## config.mk

```make
export PLATFORM = sky130hd
export DESIGN_NAME = bc_front
export DESIGN_NICKNAME = d
export VERILOG_FILES = /design/src/rtl/bc_pkg.sv /design/src/rtl/bc_front.sv
export SDC_FILE = /design/constraint.sdc
export NUM_CORES = 1
export LEC_CHECK = 0
export ABC_AREA = 1
export BUFFER_PORTS_ARGS = -buffer_cell sky130_fd_sc_hd__buf_2
export CORE_MARGIN = 2
export CORE_UTILIZATION = 25
export CTS_CLUSTER_SIZE = 25
export DETAILED_ROUTE_END_ITERATION = 6
export SLEW_MARGIN = 10
export SYNTH_ARGS = -nofsm -noshare
export SYNTH_HDL_FRONTEND = slang
export SYNTH_SLANG_ARGS = --single-unit
```

## constraint.sdc

```tcl
create_clock -name i_clk -period 44.3 [get_ports i_clk]
set_input_delay 2.215 -clock i_clk [delete_from_list [all_inputs] [get_ports i_clk]]
set_output_delay 2.215 -clock i_clk [all_outputs]
set_load 0.1 [all_outputs]
```

## src/rtl/bc_pkg.sv

```systemverilog
// shared types and constants for the barycentric weight pipeline
`timescale 1ns / 1ps
package bc_pkg;
    // weight fraction bits and derived widths
    localparam int WFB  = 16;
    localparam int NDIV = WFB + 1;
    localparam int DW   = 33;
    localparam int SW   = 68;
    localparam int LW   = 23;
    localparam int PW   = 136;
    localparam int NV   = 8 + NDIV;

    // how a clamped ratio is produced
    localparam logic [1:0] W_ZERO = 2'd0;
    localparam logic [1:0] W_ONE  = 2'd1;
    localparam logic [1:0] W_DIV  = 2'd2;

    typedef logic [DW-1:0] t_diff;

    // edge and point offsets relative to vertex a
    typedef struct packed {
        t_diff [2:0] u;
        t_diff [2:0] v;
        t_diff [2:0] p;
    } t_item;

    // queue status seen by both sides
    typedef struct packed {
        logic full;
        logic empty;
    } t_fifo_st;

    // one result item
    typedef struct packed {
        logic [WFB:0]        wc;
        logic [WFB:0]        wb;
        logic signed [WFB+1:0] wa;
        logic                ok;
    } t_res;
endpackage

```

## src/rtl/bc_front.sv

```systemverilog
// input stage: takes a transfer and forms edge and point offsets
`timescale 1ns / 1ps
module bc_front (
    input  logic              i_clk,
    input  logic              i_rst_n,
    input  logic              i_valid,
    output logic              o_ready,
    input  logic [383:0]      i_data,
    input  bc_pkg::t_fifo_st  i_st,
    output logic              o_push,
    output bc_pkg::t_item     o_item
);
    logic          r_fv;
    bc_pkg::t_item r_item, n_item;
    logic          acc;

    assign o_ready = !r_fv || !i_st.full;
    assign o_push  = r_fv && !i_st.full;
    assign o_item  = r_item;
    assign acc     = i_valid && o_ready;

    // offsets from vertex a
    always_comb begin
        for (int k = 0; k < 3; k++) begin
            n_item.u[k] = {i_data[32*(3+k)+31], i_data[32*(3+k) +: 32]}
                        - {i_data[32*k+31], i_data[32*k +: 32]};
            n_item.v[k] = {i_data[32*(6+k)+31], i_data[32*(6+k) +: 32]}
                        - {i_data[32*k+31], i_data[32*k +: 32]};
            n_item.p[k] = {i_data[32*(9+k)+31], i_data[32*(9+k) +: 32]}
                        - {i_data[32*k+31], i_data[32*k +: 32]};
        end
    end

    always_ff @(posedge i_clk) begin
        if (acc) begin
            r_item <= n_item;
        end
    end

    always_ff @(posedge i_clk) begin
        if (!i_rst_n) begin
            r_fv <= 1'b0;
        end else if (acc) begin
            r_fv <= 1'b1;
        end else if (o_push) begin
            r_fv <= 1'b0;
        end
    end
endmodule

```

# == Yosys cells after proc, flatten, opt, wreduce, memory -nomap -nowiden ==
# Cells that the tools add are included.
# totals
wordCells,27
reg_bits,298
output_inout_bits,299
# op_classes
reduce_logical,6
n_mux,2
add_sub_neg,9
# op_table
operator,count
subtractor 32 x 32 -> 33 bit,9
logical AND 1 bit,2
zero test 1 bit,2
2-to-1 mux 1 bit,2
nonzero test 2 bit,1
logical OR 1 bit,1

# == Longest topological paths before layout ==
# depth
ltp_word,4
mapped_depth,14
ltp_nobuf,14

# == Worst setup path after synthesis ==
# OpenSTA, ideal clock, no wires.
# synth_path
kind,input-to-reg
start,in i_valid
end,reg r_item (netlist bit o_item[0]) (enable)
path_stages,2
arrival_ps,16485
setup_slack_ps,26761
cell_sequence,inv_1 -> a21oi_1
# synth_via
elab_chain_cells,1
# synth_rtl
element,line_no,source
from (decl),bc_front.sv:6,"input logic i_valid,"
logical AND 1 bit,bc_front.sv:20,assign acc = i_valid && o_ready;
net acc,bc_front.sv:15,logic acc;
to (signal assigned),bc_front.sv:36,r_item <= n_item;
to (decl),bc_front.sv:14,"bc_pkg::t_item r_item, n_item;"
# The timed path passes the listed nets, and every way through them passes these cells.
# A chain may end at the register's enable or synchronous reset.

# == Worst setup path in the final report ==
# layout_path
start,in i_st[1] (netlist name)
end,out o_push
# layout_via
elab_chain_cells,2
# layout_rtl
element,line_no,source
from (decl),bc_front.sv:9,"input bc_pkg::t_fifo_st i_st,"
zero test 1 bit,bc_front.sv:18,assign o_push = r_fv && !i_st.full;
logical AND 1 bit,bc_front.sv:18,
to (decl),bc_front.sv:10,"output logic o_push,"
# No other way between the ends.

==> results.py <==
metrics = {
    "synth": {
        "synth_top_cell_area_share": 0.284,
        "synth_cell_types": 23,
        "ys_seq_elements": 298,
        "yosys_warnings": 0,
        "yosysSeqAreaShare": 0.284,
        "synthCells": 5137,
        "ys_top_cells_by_area": "edfxtp_1, nand2_1, inv_1, ha_1, nor2_1",
        "synth_nets": 5823,
        "syn_avg_cell_area_um2": 6.12,
        "synth.largest_area_cell": "edfxtp_1",
        "synthesis.area_mm2": 0.0314,
    },
    "cts": {
        "post_cts_buffers": 0,
        "clockBufferDepth": 3,
        "cts_hold_buf": 0,
        "ctsResizeCount": 0,
        "clockRootBuffer": "clkbuf_16",
        "clkTransAtPathRegs_ns": 0.06,
        "htree_levels": 2,
        "clkLatencyLatePin_ns": 0.63,
        "cts_tree": "yes",
        "numCtsBuffers": 45,
        "cts.sinks": 298,
    },
    "route": {
        "wl_per_cell_um": 18.0,
        "firstDrtPassIters": 6,
        "drt_iter0_markers": 2049,
        "drt-vias-per-instance": 4.37,
        "drcViolationCount": 0,
        "postRouteAntennaNets": 0,
        "via_count": 33000,
        "drt-total-wl_um": 136000,
    },
    "critical_path": {
        "worstPathArrival_ns": 2.86,
        "r2r_cells": 3,
        "r2r-end": "o_item[145]$_DFFE_PP_",
        "r2r_slack_ns": 41.76,
        "end_kind": "primary output",
        "cp_max_fo": 3,
        "crit_path_start_kind": "input port",
        "criticalPathCategory": "input port to primary output",
        "critPathRequiredTime_ns": 42.08,
        "r2r-start": "r_fv$_SDFFE_PN0P_",
        "worstSetupStartpoint": "i_st[1]",
    },
    "cells_and_area": {
        "final_util": 0.307,
        "fillers": 14200,
        "multi_input_area_mm2": 0.0178,
        "seqCellArea_mm2": 0.00894,
        "drive_gt1_frac": 0.141,
        "areaGrowthSynthToFinish_pct": 22.4,
        "finalNetCount": 6554,
        "final_cell_mix": "nand2_1, inv_1, buf_2",
        "final_common_cell": "nand2_1",
    },
    "sta": {
        "fin_skew_ns": 0.0197,
        "hold_viol_final": 0,
        "finalSetupViolations": 0,
        "holdWs_ns": 0.535,
        "tns_ns": 0,
        "tightest_slew_ns": 1.04,
        "max_freq_ghz": 0.197,
        "relSlewSlack": 0.309,
        "rsz0062_at_grt": "no",
        "drv_slew": 0,
        "min_period_ns": 5.07,
        "fin_crit_sh": 0.115,
    },
    "power": {
        "max-vdd-ir-drop_mv": 0.0257,
        "power_density_mw_per_mm2": 36.5,
        "total_power_mw": 1.40,
        "p_leak_nw": 23.5,
    },
    "hold_path": {
        "whs_endpoint": "r_fv$_SDFFE_PN0P_",
        "holdCritStartpoint": "r_fv$_SDFFE_PN0P_",
        "hold_class": "register to register",
        "holdPathStages": 2,
    },
    "grt": {
        "grt_pass1_wl_um": 194000,
        "grt-ovfl-total": 0,
        "grt_usage": 0.204,
        "grt_pass1_vias": 32000,
        "grt_max_degree": 124,
        "antenna_found_initial": 22,
    },
    "placed_design": {
        "dp_hpwl_um": 118000,
        "gp_congestion": 0.967,
        "io_buffer_count": 686,
    },
    "floorplanning": {
        "coreArea_mm2": 0.125,
        "initial_core_util": 0.251,
        "die_w_um": 359,
        "io-pin-count": 688,
        "dieArea_mm2": 0.129,
        "num_rows": 130,
        "die_h_um": 359,
    },
    "status": {
        "status": "completed",
    },
    "run": {
        "cap_violations": 0,
    },
}
==> cells in the mapped netlist <==
library cell,count
a21o_1,9
dfxtp_1,1
a21boi_0,1
nand2_2,52
nand4_1,36
xor2_1,117
edfxtp_1,297
nor3_1,18
xnor2_1,18
o21bai_1,9
nor2_2,3
a21oi_1,181
nand2_1,2238
inv_1,1241
nand3_2,9
ha_1,288
buf_4,6
nand3_1,201
a21oi_2,6
fa_1,9
or2_1,9
nor2_1,370
and2_1,18
==> layer usage <==
metal	routed length [um]	vias to the layer above	track usage
met5	281	-	0
met2	66100	927	0.367
li1	-	16900	-
met1	55100	14900	0.235
met4	5170	42	0.0747
met3	9040	225	0.0465
==> power by group <==
part / switching, mW / internal, mW
sequential: 0.0137 / 0.362
combinational: 0.508 / 0.135
clock: 0.155 / 0.229
==> registers in the layout, summed over array words and instances, names as in the netlist <==
| name | cells |
|---|---|
| o_item | 297 |
| r_fv | 1 |
==> area by class of cell <==
| type | count | area share |
|---|---|---|
| Timing Repair Buffer | 690 | 0.0904 |
| Clock buffer | 56 | 0.0315 |
| Antenna cell | 3 | 0.000195 |
| Multi-Input combinational cell | 3592 | 0.463 |
| Tap cell | 1650 | 0.0537 |
| Clock inverter | 26 | 0.00800 |
| Inverter | 1241 | 0.121 |
| Sequential cell | 298 | 0.232 |
==> worst max-delay path: stages <==
cell and delay [ns]:
buf_2 0.13, nor2_1 0.09, buf_2 0.42
==> cell families after synthesis <==
kind of cell	count (synthesis)	share of synthesized area
AOI/OAI and AO/OA	206	0.0350
xor gates and xnor gates	135	0.0376
adders and majority gates	297	0.120
buffers and inverters	1247	0.150
DFF	298	0.284
and+or+nand+nor	2954	0.373
==> through the flow <==
stage,std cells,setup slack [ns],instance area (um^2)
floorplan,5137,26.76,31400
global placement,7471,39.23,36900
detailed placement,7471,39.22,36900
CTS,7553,39.22,38400
global route,7553,39.17,38400
finish,7556,39.23,38500
==> how the worst max path moves through the flow <==
stage,end,slack (ns),depth (start not counted)
after floorplan,o_item[0]$_DFFE_PP_,26.76,2
after global placement,o_push,39.23,3
after detailed placement,o_push,39.22,3
after CTS,o_push,39.22,3
after global routing,o_push,39.17,3
final,o_push,39.23,3
(Power assumes the default switching activity.)
