`src/rtl/bc_pkg.sv`:
```
// shared types and constants for the barycentric weight pipeline
`timescale 1ns / 1ps
package bc_pkg;
    // weight fraction bits and derived widths
    localparam int WFB  = 16;
    localparam int NDIV = WFB + 1;
    localparam int DW   = 33;
    localparam int SW   = 68;
    localparam int LW   = 23;
    localparam int PW   = 136;
    localparam int NV   = 8 + NDIV;

    // how a clamped ratio is produced
    localparam logic [1:0] W_ZERO = 2'd0;
    localparam logic [1:0] W_ONE  = 2'd1;
    localparam logic [1:0] W_DIV  = 2'd2;

    typedef logic [DW-1:0] t_diff;

    // edge and point offsets relative to vertex a
    typedef struct packed {
        t_diff [2:0] u;
        t_diff [2:0] v;
        t_diff [2:0] p;
    } t_item;

    // queue status seen by both sides
    typedef struct packed {
        logic full;
        logic empty;
    } t_fifo_st;

    // one result item
    typedef struct packed {
        logic [WFB:0]        wc;
        logic [WFB:0]        wb;
        logic signed [WFB+1:0] wa;
        logic                ok;
    } t_res;
endpackage

```
`src/rtl/bc_fifo.sv`:
```
// four-entry queue between the front and back parts
`timescale 1ns / 1ps
module bc_fifo (
    input  logic              i_clk,
    input  logic              i_rst_n,
    input  logic              i_push,
    input  bc_pkg::t_item     i_data,
    input  logic              i_pop,
    output bc_pkg::t_item     o_data,
    output bc_pkg::t_fifo_st  o_st
);
    bc_pkg::t_item r_mem [0:3];
    logic [1:0]    r_wp, r_rp;
    logic [2:0]    r_cnt;

    assign o_data     = r_mem[r_rp];
    assign o_st.full  = (r_cnt == 3'd4);
    assign o_st.empty = (r_cnt == 3'd0);

    // storage
    always_ff @(posedge i_clk) begin
        if (i_push) begin
            r_mem[r_wp] <= i_data;
        end
    end

    // pointers and fill count
    always_ff @(posedge i_clk) begin
        if (!i_rst_n) begin
            r_wp  <= 2'd0;
            r_rp  <= 2'd0;
            r_cnt <= 3'd0;
        end else begin
            if (i_push) r_wp <= r_wp + 2'd1;
            if (i_pop)  r_rp <= r_rp + 2'd1;
            r_cnt <= r_cnt + 3'(i_push) - 3'(i_pop);
        end
    end
endmodule

```
`config.mk`:
```
export PLATFORM = sky130hd
export DESIGN_NAME = bc_fifo
export DESIGN_NICKNAME = d
export VERILOG_FILES = /design/src/rtl/bc_pkg.sv /design/src/rtl/bc_fifo.sv
export SDC_FILE = /design/constraint.sdc
export NUM_CORES = 1
export LEC_CHECK = 0
export CORE_MARGIN = 1
export CORE_UTILIZATION = 25
export CTS_BUF_LIST = sky130_fd_sc_hd__clkbuf_2 sky130_fd_sc_hd__clkbuf_4 sky130_fd_sc_hd__clkbuf_8
export DETAILED_ROUTE_END_ITERATION = 8
export DONT_BUFFER_PORTS = 1
export GPL_ROUTABILITY_DRIVEN = 0
export PLACE_DENSITY_LB_ADDON = 0.2
export SYNTH_ARGS = -nofsm -noshare
export SYNTH_HDL_FRONTEND = slang
export SYNTH_SLANG_ARGS = --single-unit
```
`constraint.sdc`:
```
create_clock -name i_clk -period 7.7 [get_ports i_clk]
set_input_delay 0.385 -clock i_clk [delete_from_list [all_inputs] [get_ports i_clk]]
set_output_delay 0.385 -clock i_clk [all_outputs]
set_load 0.01 [all_outputs]
```
Word-level counts from Yosys, hierarchy flattened
Memories as Yosys holds them, arrays and structs flattened. A register that Yosys moved wholly into a read port is not among the register bits.
Cells that the tools add are included.
- add/subtract/negate cells: 4
- eq/ne operators: 1
- muxes and demuxes: 4
- reduce and logical (&&, ||, !) cells: 1
- operator list (kind ; number):
    2-bit by 1-bit adder with 2-bit output (second input constant) ; 2
    2-bit two-way mux ; 2
    3-bit by 1-bit adder with 3-bit output ; 1
    3-bit equality test (second input constant) ; 1
    3-bit logical NOT ; 1
    3-bit by 1-bit subtractor with 3-bit output ; 1
    1-bit two-way mux ; 2
- bits in registers: 7
- memory bits (writable): 1188
- input bits: 301
- output and inout bits: 299
- logic and storage cells: 14
- memories: 1
- memories (name ; depth ; width ; read ports ; clocked after memory_dff ; wr ports ; RTL line ; RTL):
    r_mem ; 4 ; 297 ; 1 ; 1 ; 1 ; bc_fifo.sv:12 ; bc_pkg::t_item r_mem [0:3];

Depth between registers and ports, before layout
- word-level depth: 3
- mapped depth: 7
- mapped depth without buffers: 7

Worst setup path before layout
No wires, ideal clock.
- path type: register to register
- from: register r_wp[0]
- to: memory r_mem[0][0] (netlist name) (enable)
- setup time: 0.695 ns
- arrival: 7.263 ns
- required time: 7.005 ns
- path slack: -0.258 ns
- stages on the path, launching flop included: 4
- buffers on the path: 0
- clock period less this slack: 7.958 ns
- path through: dfxtp_1 -> inv_1 -> ha_1 -> and2_1
- RTL lines (item ; RTL line ; RTL):
    start, declared ; bc_fifo.sv:13 ; logic [1:0] r_wp, r_rp;
    start signal, assigned ; bc_fifo.sv:34 ; if (i_push) r_wp <= r_wp + 2'd1;
    end, declared ; bc_fifo.sv:12 ;
Straight into the memory's write port.

==> results.py <==
metrics = {
    "cells_and_area": {
        "layout_common_cells": "edfxtp_1, dlygate4sd3_1, mux4_2",
        "final-seq-area_um2": 35860,
        "drive_gt1_share_pct": 28.94,
        "multi_input_area_um2": 6935,
        "layout_commonest_cell": "edfxtp_1",
        "syn_to_final_growth_pct": 22.67,
        "fin_nets": 2365,
        "fillers": 16470,
    },
    "critical_path": {
        "slowest_stage": "mux4_2",
        "path_delay_family": "buffers and inverters",
        "crit_type": "reg -> out",
        "worst_path_largest_cell_delay_ns": 0.63,
        "end_kind": "output pin",
        "path_buf_inv": 2,
        "required_ns": 7.32,
        "cp.arrival_ns": 3.63,
        "cp_cell_sequence": "buf_12 > buf_4 > mux4_2",
        "critical_path.max_fanout": 93,
        "startpoint_type": "flip-flop",
    },
    "floorplanning": {
        "io_pins": 600,
        "rows": 152,
        "core-area_um2": 171700,
        "initial_core_util_pct": 25.21,
        "chipHeight_um": 418.2,
        "fp.dieW_um": 418.2,
        "fp.dieArea_um2": 174900,
    },
    "logic_synthesis": {
        "synth_edf_count": 1188,
        "synth_compound_area_share_pct": 0.03468,
        "synth-seq-cells": 1197,
        "yosys.area_share.simple_pct": 0.1734,
        "synth_top_family_by_area": "multiplexers",
        "yosysWarnings": 0,
        "syn_avg_cell_area_um2": 27.16,
        "synthMuxAreaShare_pct": 15.47,
        "ys_types": 19,
        "synthXorXnorAreaFrac_pct": 0.09536,
        "synth_fa_ha_area_share_pct": 0.2196,
        "synthArstFlopShare_pct": 0,
        "ys_seq_area_share_pct": 82.81,
        "syn_area_um2": 43300,
        "syn-num-nets": 1902,
        "synthCells": 1594,
        "synthFlopType": "edfxtp_1",
    },
    "drt": {
        "via_count": 18730,
        "wl_per_cell_um": 23.04,
        "drtIter0Drc": 1064,
        "final_antenna_net_count": 0,
        "routed_wirelength_um": 104500,
        "firstDrtPassIters": 4,
        "drc_errors": 0,
        "viasPerCell": 4.132,
    },
    "cts": {
        "clk_latency_ns": 0.92,
        "cts_max_path_buffers": 3,
        "cts_sinks": 1197,
        "cts_tree": "yes",
        "cts_resized": 0,
        "numCtsBuffers": 201,
        "htreeDepth": 4,
        "clk_pin_slew_ns": 0.06,
        "root_buffer": "clkbuf_8",
    },
    "sta": {
        "fin_crit_ns": 4.019,
        "fin_crit_sh_pct": 52.20,
        "tightest_slew_ns": 1.190,
        "maxSlewHeadroom_pct": 20.70,
        "rsz0062_at_grt": "false",
        "fmax_ghz": 0.2488,
        "setup_viol": 0,
        "finalSetupTns_ns": 0,
        "drv_slew": 0,
        "clock_skew_ns": 0.05465,
        "hold_viol_final": 0,
    },
    "placed_design": {
        "dpl.hpwl_um": 62560,
        "portBuffers": 0,
    },
    "grt": {
        "first_global_vias": 20570,
        "grt_max_degree": 139,
        "grt_overflow": 0,
        "antenna_found_initial": 18,
        "track_usage_pct": 11.77,
        "grt_pass1_wl_um": 147400,
    },
    "pwr": {
        "power_density_nw_per_um2": 272.6,
        "power.total_mw": 14.48,
        "p_leak_nw": 16.28,
        "peakVddDrop_uv": 168.6,
    },
    "run": {
        "max-cap-violations": 0,
    },
    "run_status": {
        "status": "completed",
    },
    "worst_hold_path": {
        "min_path_type": "in -> reg",
    },
}
cells in the mapped netlist, types with 2 or more instances:
library cell     n  area [um^2]
dfxtp_1          9        180.2
edfxtp_1      1188        35670
nor2_1           5        18.77
ha_1             6        75.07
buf_2           33        165.2
inv_1            7        26.28
clkbuf_1         6        22.52
mux4_2         297         6689
buf_6           27        304.0
and2_1           6        37.54
xnor2_1          2        17.52
flip-flops by register name (all words and copies together) (netlist names), named ones only:
| name | flops |
|---|---|
| r_cnt | 3 |
| r_mem | 1188 |
| r_rp | 2 |
| r_wp | 2 |
kinds of logic after synthesis:
family                     Yosys count
AOI/OAI and AO/OA                    2
and+or+nand+nor                     14
xor gates and xnor gates             3
buffers and inverters               73
muxes                              298
adders and majority gates            7
DFF                               1197
cell type report:
class	instances	area share (%)
clock buffers	254	5.993
diodes	15	0.07067
inverters	7	0.04947
repair buffers	326	6.337
multi-input cells	324	13.06
well taps	2310	5.442
flip-flops and latches	1197	67.52
clock inverters	100	1.531
stage by stage:
stage	utilization [%]	setup WS (ns)	cells	area [um^2]	hold slack, ns
after floorplan	-	3.089	1594	43300	0.4839
after global placement	26.79	4.611	3857	46010	0.4840
after detailed placement	26.79	4.552	3857	46010	0.4840
after CTS	30.91	3.460	4518	53080	0.0009537
after global routing	30.92	3.335	4530	53110	0.06094
final	30.93	3.681	4533	53110	0.1681
worst register-to-register path: stages (launching register included):
cell	delay, ns
dfxtp_1	0.35
inv_1	0.10
ha_1	0.14
and2_4	0.56
buf_12	0.54
buf_4	0.91
routing by layer:
metal	global-route usage [%]	up-vias	wire length, um	share of wire [%]
met5	0	-	39	0.037
met4	5.923	6	4149	4.0
met3	3.863	250	6815	6.5
met2	21.12	578	56550	54
met1	12.20	9963	36900	35
li1	-	7932	-	-
worst paths after layout:
| check | startpoint | end | slack, ns | cells after the start |
|---|---|---|---|---|
| worst min-delay path | i_data[166] | r_mem[3][166]$_DFFE_PP_ | 0.17 | 1 |
| worst max register to register | r_wp[0]$_SDFFE_PN0P_ | r_mem[2][115]$_DFFE_PP_ | 4.72 | 5 |
| worst min register to register | r_rp[0]$_SDFFE_PN0P_ | flip-flop | 0.52 | 2 |
| worst max-delay path | flip-flop | o_data[264] | 3.68 | 3 |
where the power goes:
part           switching, mW  internal, mW
Sequential            0.0765          7.50
Clock                   2.57          3.06
Combinational          0.765         0.499
Total                   3.42          11.1
timing repair:
item | in CTS | in global routing
buffers inserted | 0 | 0
hold endpoints to repair | 1288 | 0
hold buffers | 307 | 0
No activity file was read; power rests on OpenSTA's default activity.
